==> src/rtl/compare_timer_with_prescale_select_core_macros.svh <==
// Assertion macros for the prescaled compare timer core.
// Used by modules that carry clk_i and rst_ni; no other dependencies.
`ifndef COMPARE_TIMER_WITH_PRESCALE_SELECT_CORE_MACROS_SVH
`define COMPARE_TIMER_WITH_PRESCALE_SELECT_CORE_MACROS_SVH

// Check a property on every rising clock edge outside of reset.
`define CTPS_ASSERT(lbl, prop, msg) \
  lbl: assert property (@(posedge clk_i) disable iff (!rst_ni) (prop)) else $error(msg);

// Check a property on every rising clock edge, reset included.
`define CTPS_ASSERT_ALWAYS(lbl, prop, msg) \
  lbl: assert property (@(posedge clk_i) (prop)) else $error(msg);

`endif

==> src/rtl/ctps_pkg.sv <==
// Shared types, codes and a helper function for the prescaled compare timer.
// No dependencies.
package ctps_pkg;

  // Prescale exponent range and trailing-zero cap
  localparam logic [3:0] BasePrescale = 4'd4;
  localparam logic [2:0] MaxTz        = 3'd5;

  // Input item codes
  typedef enum logic [1:0] {
    OP_PROGRAM = 2'd0,
    OP_TICK    = 2'd1,
    OP_CLEAR   = 2'd2
  } op_e;

  // Configuration register indexes
  typedef enum logic [1:0] {
    REG_IRQ_ENABLE       = 2'd0,
    REG_CLEAR_ON_COMPARE = 2'd1,
    REG_STOP_ON_COMPARE  = 2'd2
  } reg_idx_e;

  // Counter width codes
  typedef enum logic [1:0] {
    WIDTH_8  = 2'd0,
    WIDTH_16 = 2'd1,
    WIDTH_24 = 2'd2,
    WIDTH_32 = 2'd3
  } width_e;

  typedef struct packed {
    logic [1:0]  op;
    logic [31:0] duration_us;
  } in_word_t;

  typedef struct packed {
    logic [31:0] count_value;
    logic        is_running;
    logic        compare_event;
    logic        irq_out;
    logic [3:0]  prescale_code;
    logic [31:0] compare_value;
    logic [1:0]  width_code;
  } out_word_t;

  // Counter wrap mask for a width code
  function automatic logic [31:0] width_mask(input logic [1:0] sel);
    logic [31:0] m;
    unique case (width_e'(sel))
      WIDTH_8:  m = 32'h0000_00FF;
      WIDTH_16: m = 32'h0000_FFFF;
      WIDTH_24: m = 32'h00FF_FFFF;
      default:  m = 32'hFFFF_FFFF;
    endcase
    return m;
  endfunction

endpackage

==> src/rtl/compare_timer_with_prescale_select_core.sv <==
// Prescaled one-shot compare timer core: state update and result register.
// Depends on ctps_pkg and compare_timer_with_prescale_select_core_macros.svh.
`include "compare_timer_with_prescale_select_core_macros.svh"

// One word in, one word out. Every accepted word (program, base tick or event
// clear) updates the timer state in the cycle it is accepted and its result
// word appears on the output register in the next cycle. A new word is taken
// every cycle as long as the result register is empty or is being drained in
// the same cycle, so the block sustains one word per clock; the only limit is
// the single-entry output register, which stalls the input only while the
// downstream side holds off. While running, the timer counts once every
// 2^prescale_code accepted tick words, wraps at the selected width and flags a
// match with the compare value; configuration writes take effect at once.
module compare_timer_with_prescale_select_core (
  input  logic               clk_i,
  input  logic               rst_ni,
  input  logic               in_valid_i,
  output logic               in_ready_o,
  input  ctps_pkg::in_word_t in_word_i,
  output logic               out_valid_o,
  input  logic               out_ready_i,
  output ctps_pkg::out_word_t out_word_o,
  input  logic               cfg_we_i,
  input  logic [1:0]         cfg_index_i,
  input  logic               cfg_wdata_i
);

  // Configuration
  logic irq_enable_q, clear_on_compare_q, stop_on_compare_q;

  // Timer state
  logic [31:0] counter_q, counter_d;
  logic [8:0]  divider_q, divider_d;
  logic [3:0]  prescale_q, prescale_d;
  logic [31:0] compare_q, compare_d;
  logic [1:0]  width_q, width_d;
  logic        running_q, running_d;
  logic        event_q, event_d;

  // Result register
  logic                out_valid_q;
  ctps_pkg::out_word_t out_q, out_d;

  logic        accept;
  logic [2:0]  tz;
  logic [31:0] cmp_new;
  logic [8:0]  div_last;
  logic [31:0] cnt_inc;

  assign in_ready_o = !out_valid_q || out_ready_i;
  assign accept     = in_valid_i && in_ready_o;

  // Write configuration registers; ignore unknown indexes
  always_ff @(posedge clk_i or negedge rst_ni) begin
    if (!rst_ni) begin
      irq_enable_q       <= 1'b0;
      clear_on_compare_q <= 1'b1;
      stop_on_compare_q  <= 1'b1;
    end else if (cfg_we_i) begin
      unique case (ctps_pkg::reg_idx_e'(cfg_index_i))
        ctps_pkg::REG_IRQ_ENABLE:       irq_enable_q       <= cfg_wdata_i;
        ctps_pkg::REG_CLEAR_ON_COMPARE: clear_on_compare_q <= cfg_wdata_i;
        ctps_pkg::REG_STOP_ON_COMPARE:  stop_on_compare_q  <= cfg_wdata_i;
        default: ;
      endcase
    end
  end

  // Count trailing zeros of the duration, capped
  always_comb begin
    priority casez (in_word_i.duration_us[4:0])
      5'b????1: tz = 3'd0;
      5'b???10: tz = 3'd1;
      5'b??100: tz = 3'd2;
      5'b?1000: tz = 3'd3;
      5'b10000: tz = 3'd4;
      default:  tz = ctps_pkg::MaxTz;
    endcase
  end

  assign cmp_new = in_word_i.duration_us >> tz;

  // Divider terminal value; prescale above the cap counts as the cap
  always_comb begin
    logic [3:0] p;
    p = prescale_q;
    if (p > ctps_pkg::BasePrescale + 4'(ctps_pkg::MaxTz)) begin
      p = ctps_pkg::BasePrescale + 4'(ctps_pkg::MaxTz);
    end
    div_last = 9'((10'd1 << p) - 10'd1);
  end

  assign cnt_inc = (counter_q + 32'd1) & ctps_pkg::width_mask(width_q);

  // Next timer state for the accepted word
  always_comb begin
    counter_d  = counter_q;
    divider_d  = divider_q;
    prescale_d = prescale_q;
    compare_d  = compare_q;
    width_d    = width_q;
    running_d  = running_q;
    event_d    = event_q;
    unique case (ctps_pkg::op_e'(in_word_i.op))
      ctps_pkg::OP_PROGRAM: begin
        prescale_d = ctps_pkg::BasePrescale + 4'(tz);
        compare_d  = cmp_new;
        if (cmp_new[31:8] == 24'd0) begin
          width_d = ctps_pkg::WIDTH_8;
        end else if (cmp_new[31:16] == 16'd0) begin
          width_d = ctps_pkg::WIDTH_16;
        end else if (cmp_new[31:24] == 8'd0) begin
          width_d = ctps_pkg::WIDTH_24;
        end else begin
          width_d = ctps_pkg::WIDTH_32;
        end
        counter_d = '0;
        divider_d = '0;
        running_d = 1'b1;
      end
      ctps_pkg::OP_TICK: begin
        if (running_q) begin
          if (divider_q < div_last) begin
            divider_d = divider_q + 9'd1;
          end else begin
            divider_d = '0;
            counter_d = cnt_inc;
            if (cnt_inc == compare_q) begin
              event_d = 1'b1;
              if (clear_on_compare_q) counter_d = '0;
              if (stop_on_compare_q)  running_d = 1'b0;
            end
          end
        end
      end
      ctps_pkg::OP_CLEAR: begin
        event_d = 1'b0;
      end
      default: ;
    endcase
  end

  // Update timer state on accept
  always_ff @(posedge clk_i or negedge rst_ni) begin
    if (!rst_ni) begin
      counter_q  <= '0;
      divider_q  <= '0;
      prescale_q <= ctps_pkg::BasePrescale;
      compare_q  <= '0;
      width_q    <= ctps_pkg::WIDTH_32;
      running_q  <= 1'b0;
      event_q    <= 1'b0;
    end else if (accept) begin
      counter_q  <= counter_d;
      divider_q  <= divider_d;
      prescale_q <= prescale_d;
      compare_q  <= compare_d;
      width_q    <= width_d;
      running_q  <= running_d;
      event_q    <= event_d;
    end
  end

  // Assemble the result word from the new state
  always_comb begin
    out_d.count_value   = counter_d;
    out_d.is_running    = running_d;
    out_d.compare_event = event_d;
    out_d.irq_out       = event_d && irq_enable_q;
    out_d.prescale_code = prescale_d;
    out_d.compare_value = compare_d;
    out_d.width_code    = width_d;
  end

  // Hold the result until taken
  always_ff @(posedge clk_i or negedge rst_ni) begin
    if (!rst_ni) begin
      out_valid_q <= 1'b0;
    end else if (accept) begin
      out_valid_q <= 1'b1;
    end else if (out_ready_i) begin
      out_valid_q <= 1'b0;
    end
  end

  always_ff @(posedge clk_i) begin
    if (accept) begin
      out_q <= out_d;
    end
  end

  assign out_valid_o = out_valid_q;
  assign out_word_o  = out_q;

  `CTPS_ASSERT(a_accept_gives_result, accept |=> out_valid_o,
               "accepted word produced no result")
  `CTPS_ASSERT(a_irq_needs_event, out_valid_o && out_word_o.irq_out |-> out_word_o.compare_event,
               "interrupt without compare event")
  `CTPS_ASSERT(a_count_in_width,
               out_valid_o |-> ((out_word_o.count_value
                                 & ~ctps_pkg::width_mask(out_word_o.width_code)) == 32'd0),
               "counter exceeds selected width")
  `CTPS_ASSERT(a_prescale_range,
               (prescale_q >= ctps_pkg::BasePrescale)
               && (prescale_q <= ctps_pkg::BasePrescale + 4'(ctps_pkg::MaxTz)),
               "prescale out of range")
  `CTPS_ASSERT_ALWAYS(a_idle_after_reset, !rst_ni |=> !out_valid_o,
                      "result valid right after reset")

endmodule

==> config.mk <==
export PLATFORM = sky130hd
export DESIGN_NAME = compare_timer_with_prescale_select_core
export DESIGN_NICKNAME = d
export VERILOG_FILES = /design/src/rtl/ctps_pkg.sv /design/src/rtl/compare_timer_with_prescale_select_core.sv
export VERILOG_INCLUDE_DIRS = /design/src /design/src/rtl
export SDC_FILE = /design/constraint.sdc
export NUM_CORES = 1
export LEC_CHECK = 0
export BUFFER_PORTS_ARGS = -buffer_cell sky130_fd_sc_hd__buf_2
export CORE_AREA = 10 10 172 174
export CTS_CLUSTER_DIAMETER = 100
export DETAILED_ROUTE_END_ITERATION = 12
export DIE_AREA = 0 0 182 184
export RECOVER_POWER = 25
export REMOVE_ABC_BUFFERS = 1
export SETUP_SLACK_MARGIN = 0.3
export SLEW_MARGIN = 20
export SYNTH_ARGS = -nofsm -noshare
export SYNTH_HDL_FRONTEND = slang
export SYNTH_SLANG_ARGS = --single-unit
==> constraint.sdc <==
create_clock -name clk_i -period 6.9 [get_ports clk_i]
set_input_delay 0.69 -clock clk_i [delete_from_list [all_inputs] [get_ports clk_i]]
set_output_delay 0.69 -clock clk_i [all_outputs]
set_load 0.01 [all_outputs]
==> results.py <==
metrics = {
    "finish": {
        "seq_area_um2": 4330,
        "final_cell_mix": "nand2_1 (168), buf_2 (105), dfrtp_1 (80)",
        "final_common_cell": "nand2_1",
        "fillers": 2523,
        "multi_input_area_um2": 5490,
        "syn2layout_area_growth_pct": 13.3,
        "fin_nets": 1225,
        "diodes": 0,
        "drive_gt1_share_pct": 18.2,
        "final_cells": 1518,
    },
    "logic_synthesis": {
        "ys_seq_area_share_pct": 42.2,
        "yosys.area_share.simple_pct": 21.9,
        "yosysWarnings": 0,
        "synth-xor-area-share_pct": 2.01,
        "synth_edf_count": 73,
        "async_flop_share_pct": 53.8,
        "netlist_area_um2": 10300,
        "synth.avg_cell_area_um2": 9.28,
        "synth_cell_type_count": 81,
        "ys.flop_type": "dfrtp_1",
        "synthAdderAreaFrac_pct": 1.59,
        "synth-compound-area-share_pct": 18.2,
        "synthMuxAreaShare_pct": 9.47,
        "netlist_instances": 1105,
        "synth-seq-cells": 158,
        "yosysTopAreaCellShare_pct": 21.4,
        "synth_top_family_by_area": "simple AND/OR/NAND/NOR gates",
        "synth_top_cells_by_area": "edfxtp_1 (21%), dfrtp_1 (20%), nand2_1 (6.1%)",
        "yosys.area.top_type": "edfxtp_1",
    },
    "setup_path": {
        "max_stage_delay_ns": 0.90,
        "worstSetupEndpoint": "out_word_o[67]$_DFFE_PP_",
        "crit_fanout": 51,
        "worst-path-stages": 10,
        "crit_type": "flop to flop",
        "regToRegSetupSlack_ns": 2.13,
        "crit_top_cell": "or4_1",
        "arrival_ns": 4.96,
        "worst-path-buf-inv": 1,
        "path_delay_family": "simple AND/OR/NAND/NOR gates",
        "reg2reg_from": "counter_q[3]$_DFFE_PN0P_",
        "crit_path_end_kind": "flop",
        "startpoint": "counter_q[3]$_DFFE_PN0P_",
        "startpoint_type": "flop",
        "cp_slowest_cell": "or4_1",
        "required_ns": 7.09,
        "crit_chain": "nand4_1, or4_1, o21ai_2, a211oi_1, or4_1, a2111oi_4, nand4_2, buf_4, and2_4, a32o_1",
        "r2r-end": "out_word_o[67]$_DFFE_PP_",
        "worstRegToRegCells": 10,
    },
    "clock_tree": {
        "cts-root-buf": "clkbuf_16",
        "htree_num_levels": 4,
        "clkTransAtPathRegs_ns": 0.06,
        "cts_buffers": 17,
        "hold_buffers": 0,
        "tritoncts": "yes",
        "clock_path_buffers": 2,
        "ctsResizeCount": 0,
        "postCtsSetupBuffers": 0,
        "clk_latency_ns": 0.44,
        "cts_sinks": 158,
    },
    "timing": {
        "worstMarginPinSlew_ns": 2.97,
        "fin_crit_sh_pct": 69.1,
        "finClkSkew_ns": 0.0141,
        "hold_viol_final": 0,
        "setup_tns_ns": 0,
        "rsz0062_at_grt": "no",
        "period_minus_slack_ns": 4.77,
        "relSlewSlack_pct": -98.1,
        "slew_violations": 88,
        "setup_violations": 0,
        "setup_slack_ns": 2.13,
        "fmax_ghz": 0.210,
        "whs_ns": 0.480,
    },
    "placed_design": {
        "dp_hpwl_mm": 22.4,
        "gp_congestion": 0.940,
        "portBuffers": 116,
        "pre_cts_slack_ns": 2.20,
        "dpl.cell_count": 1486,
    },
    "pwr": {
        "peakVddDrop_uv": 133,
        "leakage_nw": 4.62,
        "power_density_nw_per_um2": 232,
    },
    "status": {
        "status": "finished with violations",
        "failed_checks": "max-capacitance violations, max-slew violations",
    },
    "global_routing": {
        "antenna_found_initial": 0,
        "grt_pass1_wl_mm": 49.5,
        "grt-ovfl-total": 0,
        "grt_use_total_pct": 18.4,
        "grt_pass1_vias": 8623,
        "grt_max_degree": 76,
    },
    "die": {
        "io_pins": 117,
        "die_area_um2": 33500,
        "fp-row-count": 59,
        "die_h_um": 184,
        "core_area_um2": 25900,
        "die_w_um": 182,
        "start_util_pct": 39.6,
    },
    "detailed_routing": {
        "routed_wl_mm": 31.5,
        "post_drt_wl_per_cell_um": 20.7,
        "dr_total_vias": 9095,
        "ant_nets": 0,
        "via_per_inst": 5.99,
        "drt_iter0_markers": 1091,
        "dr.pass1.iters": 8,
        "drc": 0,
    },
    "job": {
        "maxCapViolCount": 2,
    },
    "hold_path": {
        "min_path_type": "primary input to flop",
    },
}
metal layers:
metal	track usage [%]	share of wire, %
met3	4.15	7.8
met2	27.0	43
met4	5.96	2.1
met5	0	0
met1	26.3	47
Yosys cell counts (9+ instances only):
cell type	instances
nand2b_1	9
nor2_1	73
nand2_1	168
ha_1	13
o21ai_1	9
buf_2	17
mux4_2	21
and3_1	14
a31oi_1	32
a32o_1	12
mux2_2	14
o211ai_1	20
nand4_1	33
nor4_1	19
inv_1	30
buf_1	10
a21oi_1	48
xnor2_1	15
a22o_1	9
mux2i_1	34
or3_1	14
clkbuf_1	56
edfxtp_1	73
nor3_1	22
nand3_1	46
o21ai_0	55
o31ai_1	9
dfrtp_1	80
a21o_1	12
report_power, final:
part | internal [W] | leakage, nW | total, W | switching (W)
clock | 0.000541 | 0.283 | 0.000962 | 0.000422
combinational | 0.000218 | 2.53 | 0.000531 | 0.000313
sequential | 0.00110 | 1.80 | 0.00120 | 0.000103
total | 0.00186 | 4.62 | 0.00270 | 0.000838
metrics by stage:
stage | instance area (um2) | util [%] | total power [W]
2_1_floorplan | 9900 | - | 0.00155
3_3_place_gp | 11000 | 42.6 | 0.00175
3_5_place_dp | 11000 | 42.6 | 0.00175
4_1_cts | 11600 | 44.9 | 0.00271
5_1_grt | 11600 | 44.8 | 0.00283
6_report | 11600 | 44.8 | 0.00270
cell type report:
type / instances / share of cell area [%]
sequential: 158 / 37.2
inverter: 32 / 1.06
tap: 335 / 3.61
timing repair buffer: 131 / 5.82
clock inverter: 14 / 1.37
multi-input combinational: 830 / 47.2
clock buffer: 18 / 3.69
kinds of logic after synthesis:
kind of cell	Yosys count
adder cells (fa/ha/maj)	13
buffers and inverters	117
AND/OR/NAND/NOR	452
flip-flops	158
multiplexers	69
XOR/XNOR	22
AO/OA/AOI/OAI	274
state kept, by name (all words and copies together), names as in the netlist:
signal,count
clear_on_compare_q,1
compare_q,32
counter_q,32
divider_q,9
event_q,1
irq_enable_q,1
out_valid_o,1
out_word_o,73
prescale_q,4
running_q,1
stop_on_compare_q,1
width_q,2
how the worst min path moves through the flow:
stage                                          from                        end  slack [ns]  cells past startpoint
after floorplan                              rst_ni   compare_q[0]$_DFFE_PN0P_        0.39                      0
after global placement    compare_q[25]$_DFFE_PN0P_  compare_q[25]$_DFFE_PN0P_        0.49                      1
after detailed placement  compare_q[25]$_DFFE_PN0P_  compare_q[25]$_DFFE_PN0P_        0.51                      1
after CTS                                    rst_ni   divider_q[2]$_DFFE_PN0P_        0.22                      1
after global routing                     in_valid_i    out_valid_o$_DFFE_PN0P_        0.49                      2
final                                    in_valid_i    out_valid_o$_DFFE_PN0P_        0.48                      2
Note: power is estimated with default switching activity, not from simulation.
